## config.mk

```make
export PLATFORM = sky130hd
export DESIGN_NAME = whtc_ctrl
export DESIGN_NICKNAME = d
export VERILOG_FILES = /design/src/hw/rtl/whtc_pkg.sv /design/src/hw/rtl/whtc_ctrl.sv
export SDC_FILE = /design/constraint.sdc
export NUM_CORES = 1
export LEC_CHECK = 0
export ABC_AREA = 1
export BUFFER_PORTS_ARGS = -buffer_cell sky130_fd_sc_hd__buf_2
export CAP_MARGIN = 10
export CORE_AREA = 5 5 42 44
export CTS_BUF_LIST = sky130_fd_sc_hd__clkbuf_8 sky130_fd_sc_hd__clkbuf_16
export DETAILED_ROUTE_END_ITERATION = 6
export DIE_AREA = 0 0 47 49
export MAX_ROUTING_LAYER = met4
export PLACE_DENSITY = 0.43
export SLEW_MARGIN = 0
export SYNTH_ARGS = -nofsm -noshare
export SYNTH_HDL_FRONTEND = slang
export SYNTH_SLANG_ARGS = --single-unit
```

## constraint.sdc

```tcl
create_clock -name aclk -period 1.7 [get_ports aclk]
set_clock_uncertainty 0.05 [all_clocks]
set_input_delay 0.17 -clock aclk [delete_from_list [all_inputs] [get_ports aclk]]
set_output_delay 0.17 -clock aclk [all_outputs]
set_load 0.02 [all_outputs]
```

## src/hw/rtl/whtc_pkg.sv

```systemverilog
// Package with constants, types and commands of the weighted Hamming threshold counter.
`default_nettype none

package whtc_pkg;

    localparam int PATTERN_BITS   = 8;
    localparam int COUNT_BITS     = 20;
    localparam int MAX_THRESHOLD  = 100;
    localparam int HIST_DEPTH     = 1 << PATTERN_BITS;

    localparam int WEIGHT_BITS    = 7;
    localparam int NUM_WEIGHTS    = 8;
    localparam int WEIGHTS_W      = WEIGHT_BITS * NUM_WEIGHTS;
    localparam int LEN_BITS       = 4;
    localparam int THR_BITS       = 7;
    localparam int OUT_BITS       = 20;
    localparam int CFG_INDEX_BITS = 1;
    localparam int CFG_DATA_BITS  = WEIGHTS_W;

    // Positions that can carry a nonzero weight.
    localparam int SUM_TERMS = (PATTERN_BITS < NUM_WEIGHTS) ? PATTERN_BITS : NUM_WEIGHTS;
    localparam int SUM_BITS  = $clog2(SUM_TERMS * ((1 << WEIGHT_BITS) - 1) + 1);

    localparam logic [CFG_INDEX_BITS-1:0] REG_WEIGHTS = CFG_INDEX_BITS'(0);
    localparam logic [CFG_INDEX_BITS-1:0] REG_LENGTH  = CFG_INDEX_BITS'(1);

    localparam logic [LEN_BITS-1:0] LENGTH_RESET = LEN_BITS'(8);

    typedef enum logic [2:0] {
        ST_CLEAR,
        ST_IDLE,
        ST_ADD_RD,
        ST_ADD_WR,
        ST_SCAN,
        ST_DRAIN,
        ST_DONE
    } whtc_state_t;

    typedef struct packed {
        logic take_item;  // latch the request fields, clear the accumulator
        logic cnt_clr;
        logic cnt_inc;
        logic add_mode;   // address the request pattern and write the incremented count
        logic ram_we;
        logic scan_en;    // a histogram entry is read for the running query
        logic out_load;
    } whtc_cmd_t;

    typedef struct packed {
        logic cnt_last;
    } whtc_stat_t;

endpackage

`default_nettype wire

```

## src/hw/rtl/whtc_ctrl.sv

```systemverilog
// Controller state machine: clearing pass, add read-modify-write, query scan, output slot.
`default_nettype none

module whtc_ctrl (
    input  wire logic                 aclk,
    input  wire logic                 aresetn,
    input  wire logic                 s_valid,
    input  wire logic                 s_req_type,
    output logic                      s_ready,
    output logic                      m_valid,
    input  wire logic                 m_ready,
    input  wire whtc_pkg::whtc_stat_t stat,
    output whtc_pkg::whtc_cmd_t       cmd
);

    whtc_pkg::whtc_state_t state_reg, state_next;
    logic                  out_valid_reg, out_valid_next;
    logic                  out_free;

    assign out_free = !out_valid_reg || m_ready;

    always_ff @(posedge aclk) begin
        if (!aresetn) begin
            state_reg     <= whtc_pkg::ST_CLEAR;
            out_valid_reg <= 1'b0;
        end else begin
            state_reg     <= state_next;
            out_valid_reg <= out_valid_next;
        end
    end

    always_comb begin
        state_next = state_reg;
        cmd        = '0;
        s_ready    = 1'b0;
        unique case (state_reg)
            whtc_pkg::ST_CLEAR: begin
                cmd.ram_we  = 1'b1;
                cmd.cnt_inc = 1'b1;
                if (stat.cnt_last) begin
                    state_next = whtc_pkg::ST_IDLE;
                end
            end
            whtc_pkg::ST_IDLE: begin
                s_ready = 1'b1;
                if (s_valid) begin
                    cmd.take_item = 1'b1;
                    cmd.cnt_clr   = 1'b1;
                    state_next    = s_req_type ? whtc_pkg::ST_SCAN : whtc_pkg::ST_ADD_RD;
                end
            end
            whtc_pkg::ST_ADD_RD: begin
                cmd.add_mode = 1'b1;
                state_next   = whtc_pkg::ST_ADD_WR;
            end
            whtc_pkg::ST_ADD_WR: begin
                cmd.add_mode = 1'b1;
                cmd.ram_we   = 1'b1;
                state_next   = whtc_pkg::ST_IDLE;
            end
            whtc_pkg::ST_SCAN: begin
                cmd.scan_en = 1'b1;
                cmd.cnt_inc = 1'b1;
                if (stat.cnt_last) begin
                    state_next = whtc_pkg::ST_DRAIN;
                end
            end
            whtc_pkg::ST_DRAIN: begin
                state_next = whtc_pkg::ST_DONE;
            end
            whtc_pkg::ST_DONE: begin
                if (out_free) begin
                    cmd.out_load = 1'b1;
                    state_next   = whtc_pkg::ST_IDLE;
                end
            end
            default: begin
                state_next = whtc_pkg::ST_IDLE;
            end
        endcase
    end

    always_comb begin
        out_valid_next = out_valid_reg;
        if (cmd.out_load) begin
            out_valid_next = 1'b1;
        end else if (m_ready) begin
            out_valid_next = 1'b0;
        end
    end

    assign m_valid = out_valid_reg;

endmodule

`default_nettype wire

```

Yosys cells after proc, flatten, opt, wreduce, memory -nomap -nowiden
Index checks and enable logic that the tools add are counted.
{ "op_classes": {"muxes": 17, "mul": 0, "n_reduce_logical": 8, "shifts": 0, "n_eq_ne": 10, "div_mod_pow": 0, "add_sub_neg": 0, "n_bitwise": 0, "magnitude_cmp": 0} }
{ "op_table": {"columns": ["op", "n"], "rows": [
  ["3-bit case mux with 6 select lines", 1],
  ["3-bit 2-to-1 mux", 5],
  ["3-bit == test (second input constant)", 3],
  ["1-bit 2-to-1 mux", 9],
  ["2-bit != test (second input constant)", 4],
  ["3-bit by 2-bit == test with 1-bit output (second input constant)", 2],
  ["2-bit OR reduction", 3],
  ["2-bit 2-to-1 mux", 2],
  ["4-bit AND reduction", 1],
  ["3-bit by 1-bit == test with 1-bit output (second input constant)", 1],
  ["3-bit zero test", 1],
  ["2-bit nonzero test", 1],
  ["1-bit zero test", 1],
  ["1-bit logical OR", 1]
]} }
{ "word_totals": {"latchBits": 0, "input_bits": 6, "rom_bits": 0, "mem_count": 0, "regBits": 4, "word_cells": 37, "output_inout_bits": 9, "ramBits": 0} }

Logic depth before layout (Yosys ltp)
Gate-level depths: netlist (run 1).
{ "depth": {"word_depth": 5, "depth_mapped": 6, "ltp_nobuf": 6} }

Worst setup path before layout (run 1)
Ideal clock, no wire load.
{ "synth_timing": {"path_type": "register to output", "startpoint": "register state_reg[0]", "endpoint": "output cmd[6] in the netlist's numbering", "n_path_buf": 1, "t_required_ns": 1.480, "t_arrival_ns": 1.428, "stages_incl_launch_ff": 6, "slack_ns": 0.052, "cell_sequence": "dfxtp_1 -> inv_2 -> nor2_2 -> inv_1 -> nor3_1 -> buf_4"} }
{ "synth_lines": {"columns": ["item", "line", "text"], "rows": [
  ["start: declaration", "whtc_ctrl.sv:16", "whtc_pkg::whtc_state_t state_reg, state_next;"],
  ["start signal: assignment", "whtc_ctrl.sv:24", "state_reg <= whtc_pkg::ST_CLEAR;"],
  ["start signal: assignment", "whtc_ctrl.sv:27", "state_reg <= state_next;"],
  ["end: declaration", "whtc_ctrl.sv:13", "output whtc_pkg::whtc_cmd_t cmd"]
]} }

==> reports/results.tsv, run 1 <==
stage	metric	value	unit
global_route	grt_pass1_wl	1.15	mm
sta	tightest_slew	0.259	ns
clocking	htree_levels	1	
global_route	grt_max_degree	8	
detailed_routing	drtIter0Drc	12	
cells_and_area	nNetsFinal	69	
global_route	grt-ovfl-total	0	
worst_setup_path	endpoint_kind	primary output	
power	clkPwrFrac	0.449	
placed_design	globalplace.congestion	0.712	
placed_design	place_ws	0.365	ns
power	p_switching	139	uW
worst_setup_path	reg2regPathDepth	5	
die	boundaryPins	15	
power	p_leak	0.224	nW
power	power_switching_share	0.320	
global_route	grt_usage	0.0736	
synthesis	yosys_most_used_dff	dfxtp_1	
power	internal_power	295	uW
clocking	cts_buffers	3	
worst_hold_path	holdPathStages	3	
detailed_routing	drc	0	
status	outcome	completed	
sta	drv_slew	0	
synthesis	yosysWarnings	0	
clocking	ctsLongestPathBuffers	2	
worst_hold_path	worstHoldPathType	in2reg	
sta	clock.fmax	0.675	GHz
detailed_routing	vias_per_cell	4.26	
sta	post-route-period-util	0.871	
run	max_cap_violations	0	
synthesis	async_flop_share	0	
cells_and_area	largest_register_ffs	3	
worst_setup_path	required	1.48	ns
power	powerDensity	1030	nW/um^2
clocking	hold_buffers	0	
worst_setup_path	arrival	1.26	ns
worst_setup_path	worstSetupPathType	reg2out	
synthesis	netlist_instances	46	
detailed_routing	wirelength	707	um
synthesis	synth-seq-cells	4	
synthesis	synth_top_cell_area_share	0.268	
synthesis	avgSynthCellArea	6.50	um^2
power	seqPwrFrac	0.266	
clocking	clk_pin_slew	0.03	ns
sta	hold_slack	0.161	ns
worst_hold_path	hp-start	aresetn	
detailed_routing	drtAntennaViolNets	0	
clocking	clk_latency	0.21	ns
global_route	antenna_found_initial	0	
power	p_total	434	uW
clocking	clock-sinks	4	
synthesis	synth_top_area_cell	dfxtp_1	
global_route	grt_pass1_vias	285	
die	die_y	49	um
clocking	root_buffer	clkbuf_8	
synthesis	synth.net_count	52	
worst_setup_path	cp-startpoint	state_reg[0]$_SDFFE_PN0P_	
placed_design	port_buffers	14	
cells_and_area	drive_above_1_share	0.475	
detailed_routing	num_vias	328	
power	ir_drop	0.340	mV
die	coreArea	1400	um^2
synthesis	synth.area.top_cells	dfxtp_1 (27%), nor2_2 (15%), nand2_1 (11%)	
synthesis	synth_cell_type_count	13	
power	combPwrFrac	0.286	
worst_setup_path	start_kind	flop	
sta	timing.final.ws_setup	0.219	ns
sta	tns	0	ns
detailed_routing	post_drt_wl_per_cell	9.18	um
worst_setup_path	cpMaxStageDelayCell	dfxtp_1	
synthesis	yosysSeqAreaShare	0.268	
sta	max_slew_margin	0.827	
sta	hold_viol_final	0	
cells_and_area	multiInputGateArea	179	um^2
sta	rsz0062_at_grt	false	
worst_setup_path	timing.rr.start	state_reg[2]$_SDFFE_PN0P_	
die	start_util	0.213	
clocking	cts_tree	yes	
worst_setup_path	max_stage_delay	0.43	ns
cells_and_area	final-seq-area	80.1	um^2
placed_design	dpl.hpwl	593	um
cells_and_area	antenna_cells	0	
worst_setup_path	cp_max_fo	6	
worst_setup_path	path_cells	inv_2, nor2_2, inv_1, nor3_2, buf_2	
sta	setup_violations	0	
synthesis	synth-edff-count	0	
detailed_routing	dr.pass1.iters	4	
cells_and_area	area_growth	40.6	%
die	rows	14	
synthesis	syn_area	299	um^2
die	dieArea	2300	um^2
die	die_w	47	um
sta	period_needed	1.48	ns
cells_and_area	n_fill_cell	180	
[cells by family (layout without fill, tap and decap cells)]
logic type	after synthesis	count (layout)	share of synthesized area
simple gates	28	28	0.498
compound gates	4	4	0.0837
flops	4	4	0.268
buf+inv	10	25	0.151
[Yosys cell counts (2+ instances only)]
library cell  instances
dfxtp_1               4
nand2_1               9
buf_4                 2
nand3_1               4
inv_1                 7
nor2_1                3
nand3_2               3
nor2_2                7
a21oi_1               2
nor3_1                2
[layout make-up]
| cell class | count | area share |
|---|---|---|
| sequential | 4 | 0.190 |
| timing repair buffer | 14 | 0.167 |
| inverter | 8 | 0.0714 |
| multi-input combinational | 32 | 0.426 |
| tap | 16 | 0.0476 |
| clock buffer | 3 | 0.0982 |
[per-stage QoR]
step | utilization | cell area, um^2 | instances
CTS | 0.296 | 415 | 77
detailed placement | 0.267 | 374 | 74
floorplan | - | 299 | 46
global placement | 0.267 | 374 | 74
finish | 0.300 | 420 | 77
global route | 0.300 | 420 | 77
[cell usage in the layout, fill, tap and decap left out, drive strengths merged]
master / count
inv: 8
buf: 14
nor3: 2
nand2: 9
dfxtp: 4
clkbuf: 3
a21oi: 2
o211ai: 1
nand3: 7
o21a: 1
nor2: 10
[final timing paths]
kind | slack [ns] | end
worst max register to register | 0.59 | state_reg[2]$_SDFFE_PN0P_
worst min register to register | 0.54 | state_reg[1]$_SDFFE_PN0P_
worst max-delay path | 0.22 | cmd[6]
worst min-delay path | 0.16 | state_reg[1]$_SDFFE_PN0P_
[worst max-delay path: cells and delay by family (launching register included)]
kind,cells,cell delay (ns)
AND/OR/NAND/NOR,2,0.26
flip-flops,1,0.43
buffers and inverters,3,0.35
[power groups by stage]
stage | clock (mW) | combinational (mW) | sequential, mW
4_1_cts | 0.203 | 0.125 | 0.115
6_report | 0.195 | 0.124 | 0.115
2_1_floorplan | 0 | 0.0913 | 0.114
5_1_grt | 0.209 | 0.138 | 0.116
3_5_place_dp | 0 | 0.125 | 0.116
3_3_place_gp | 0 | 0.126 | 0.116
[per-layer routing]
layer / global-route usage / part of all wire
met1: 0.0899 / 0.47
met3: 0.0221 / 0.062
met2: 0.0905 / 0.46
met4: 0.0691 / 0
met5: - / 0
[timing repair]
action                                  CTS  global route
endpoints found under the setup margin    0             2
buffers inserted                          0             0
gates resized for setup                   0             1
No activity file was read; power rests on OpenSTA's default activity.
==> run 2: changes to the inputs <==
- ABC_AREA: 1 -> default
- PLACE_DENSITY: 0.43 -> 0.44
- SLEW_MARGIN: 0 -> default
==> reports/results.tsv, run 2 <==
stage	metric	value	unit	change
clocking	ctsLongestPathBuffers	2		unchanged
worst_setup_path	critPathBufInv	1		-2
global_route	grt_pass1_vias	273		-4.2%
run	max_cap_violations	0		unchanged
die	rows	14		unchanged
die	start_util	0.217		+0.00357
die	die_y	49	um	unchanged
die	coreArea	1400	um^2	unchanged
synthesis	synth-seq-cells	4		unchanged
synthesis	avgSynthCellArea	8.00	um^2	+23%
worst_hold_path	worstHoldPathType	in2reg		
synthesis	synth_cell_type_count	25		+12
die	boundaryPins	15		unchanged
clocking	hold_buffers	0		unchanged
worst_setup_path	start_kind	flop		
worst_setup_path	arrival	1.27	ns	about the same
detailed_routing	vias_per_cell	4.32		+1.4%
global_route	grt_pass1_wl	1.15	mm	unchanged
power	p_total	412	uW	-5.1%
detailed_routing	wirelength	658	um	-6.9%
synthesis	synth-edff-count	0		unchanged
detailed_routing	num_vias	285		-13%
worst_setup_path	max_stage_delay	0.51	ns	+0.08 ns
global_route	grt_max_degree	12		+4
sta	tns	0	ns	unchanged
synthesis	netlist_instances	38		-17%
clocking	clock-sinks	4		unchanged
placed_design	port_buffers	14		unchanged
die	die_w	47	um	unchanged
clocking	htree_levels	1		unchanged
sta	rsz0062_at_grt	false		
sta	setup_violations	0		unchanged
worst_setup_path	cp_top_family	flip-flops		
clocking	cts_setup_buffers	0		unchanged
power	ir_drop	0.359	mV	+5.5%
cells_and_area	layout_common_cells	buf_2 (14), nor2_1 (4), dfxtp_1 (4), clkbuf_8 (3)		
worst_setup_path	cp-startpoint	state_reg[0]$_SDFFE_PN0P_		
sta	max_slew_margin	0.771		-0.0555
clocking	cts_buffers	3		unchanged
cells_and_area	largest_register_ffs	3		unchanged
synthesis	synth.area.top_cells	dfxtp_1 (26%), buf_4 (9.9%), a21boi_1 (4.9%)		
cells_and_area	area_growth	31.7	%	
detailed_routing	drtIter0Drc	5		-7
placed_design	dpl.hpwl	507	um	-14%
global_route	grt-ovfl-total	0		unchanged
sta	tightest_slew	0.343	ns	+0.0837 ns
worst_setup_path	cpMaxStageDelayCell	dfxtp_1		
detailed_routing	drtAntennaViolNets	0		unchanged
die	dieArea	2300	um^2	unchanged
worst_setup_path	endpoint_kind	primary output		
detailed_routing	drc	0		unchanged
synthesis	synth.net_count	44		-15%
worst_setup_path	r2r_end	state_reg[2]$_SDFFE_PN0P_		
synthesis	synth_top_cell_area_share	0.263		-0.00441
status	outcome	completed		
sta	clock.fmax	0.670	GHz	-0.71%
clocking	root_buffer	clkbuf_8		
clocking	cts_tree	yes		
worst_setup_path	timing.rr.start	state_reg[2]$_SDFFE_PN0P_		
detailed_routing	dr.pass1.iters	2		-2
detailed_routing	post_drt_wl_per_cell	9.97	um	+8.6%
cells_and_area	nNetsFinal	58		-16%
cells_and_area	finalNonFillerCells	66		-14%
power	powerDensity	1030	nW/um^2	-0.30%
synthesis	yosysWarnings	0		unchanged
cells_and_area	antenna_cells	0		unchanged
worst_setup_path	reg2regPathDepth	3		-2
synthesis	synth_top_area_cell	dfxtp_1		
global_route	grt_usage	0.0729		-0.000669
sta	post-route-period-util	0.878		+0.00626
worst_setup_path	cp_max_fo	11		+5
global_route	antenna_found_initial	0		unchanged
worst_hold_path	holdPathStages	3		unchanged
clocking	post_cts_resized	0		unchanged
placed_design	globalplace.congestion	0.693		-2.6%
sta	drv_slew	0		unchanged
synthesis	yosysSeqAreaShare	0.263		-0.00441
clocking	clk_latency	0.22	ns	about the same
worst_setup_path	required	1.48	ns	about the same
sta	hold_viol_final	0		unchanged
power	p_leak	0.191	nW	-15%
sta	period_needed	1.49	ns	+0.0106 ns
worst_setup_path	worst-path-stages	3		-2
placed_design	dp_cells	63		-15%
synthesis	async_flop_share	0		unchanged
worst_setup_path	worstSetupPathType	reg2out		
synthesis	yosys_most_used_dff	dfxtp_1		
worst_setup_path	reg2reg_slack	0.45	ns	-0.14 ns
cells_and_area	n_fill_cell	169		-6.1%
synthesis	syn_area	304	um^2	+1.7%
worst_setup_path	path_cells	nor3b_2, and2_1, buf_2		
synthesis	synthTopCellsByCount	buf_4 (4), dfxtp_1 (4), nor2_1 (4)		
cells_and_area	final_common_cell	buf_2		
worst_setup_path	crit_path_end	cmd[5]		
cells_and_area	drive_above_1_share	0.400		-0.0754
clocking	clk_pin_slew	0.03	ns	about the same
-- run 2: changes by cell type after synthesis, moves of 3 or more --
cell,delta
nand2_1,-9
nor2_2,-7
inv_1,-6
nand3_1,-4
nand3_2,-3
-- run 2: layout make-up --
class,count,area [um^2],share of cell area
multi-input combinational,27,181,0.453
inverter,2,7.51,0.0188
timing repair buffer,14,70.1,0.175
sequential,4,80.1,0.200
clock buffer,3,41.3,0.103
tap,16,20.0,0.0500
-- run 2: stage by stage --
step | hold slack [ns] | cell area, um^2 | utilization | setup WS [ns]
global placement | 0.409 | 359 | 0.256 | 0.441
floorplan | 0.249 | 304 | - | 0.152
finish | 0.173 | 400 | 0.286 | 0.208
global route | 0.192 | 400 | 0.286 | 0.0645
detailed placement | 0.406 | 359 | 0.256 | 0.433
CTS | 0.176 | 400 | 0.286 | 0.192
-- run 2: worst reg2reg max path: cells and delay by family (launching register included) --
kind / cells / cell delay, ns
AO/OA/AOI/OAI: 2 / 0.48
AND/OR/NAND/NOR: 1 / 0.26
flip-flops: 1 / 0.40
-- run 2: metal layers --
layer	GRT usage	up-vias	part of all wire
met5	-	-	0
met4	0.0553	0	0.024
met3	0.0369	2	0.13
met2	0.0837	15	0.35
met1	0.0923	116	0.49
li1	-	152	-
-- run 2: kinds of logic (layout without fill, tap and decap cells) --
logic type             count (synthesis)  count (layout)  share of synthesized area
AO/OA/AOI/OAI                         10              10                      0.235
XOR/XNOR                               1               1                     0.0288
buffers and inverters                  7              19                      0.140
flip-flops                             4               4                      0.263
AND/OR/NAND/NOR                       16              16                      0.333
-- run 2: how the worst min path moves through the flow --
stage,from,endpoint,slack [ns]
finish,aresetn,state_reg[2]$_SDFFE_PN0P_,0.17
global route,aresetn,state_reg[2]$_SDFFE_PN0P_,0.19
CTS,aresetn,state_reg[2]$_SDFFE_PN0P_,0.18
detailed placement,aresetn,state_reg[2]$_SDFFE_PN0P_,0.41
global placement,aresetn,state_reg[0]$_SDFFE_PN0P_,0.41
floorplan,aresetn,state_reg[2]$_SDFFE_PN0P_,0.25
-- run 2: where the power goes --
part           total [mW]  internal [mW]  leakage [nW]  switching [mW]
clock network       0.198          0.151        0.0216          0.0474
logic              0.0934         0.0420         0.136          0.0514
registers           0.121          0.102        0.0328          0.0188
total               0.412          0.295         0.191           0.118
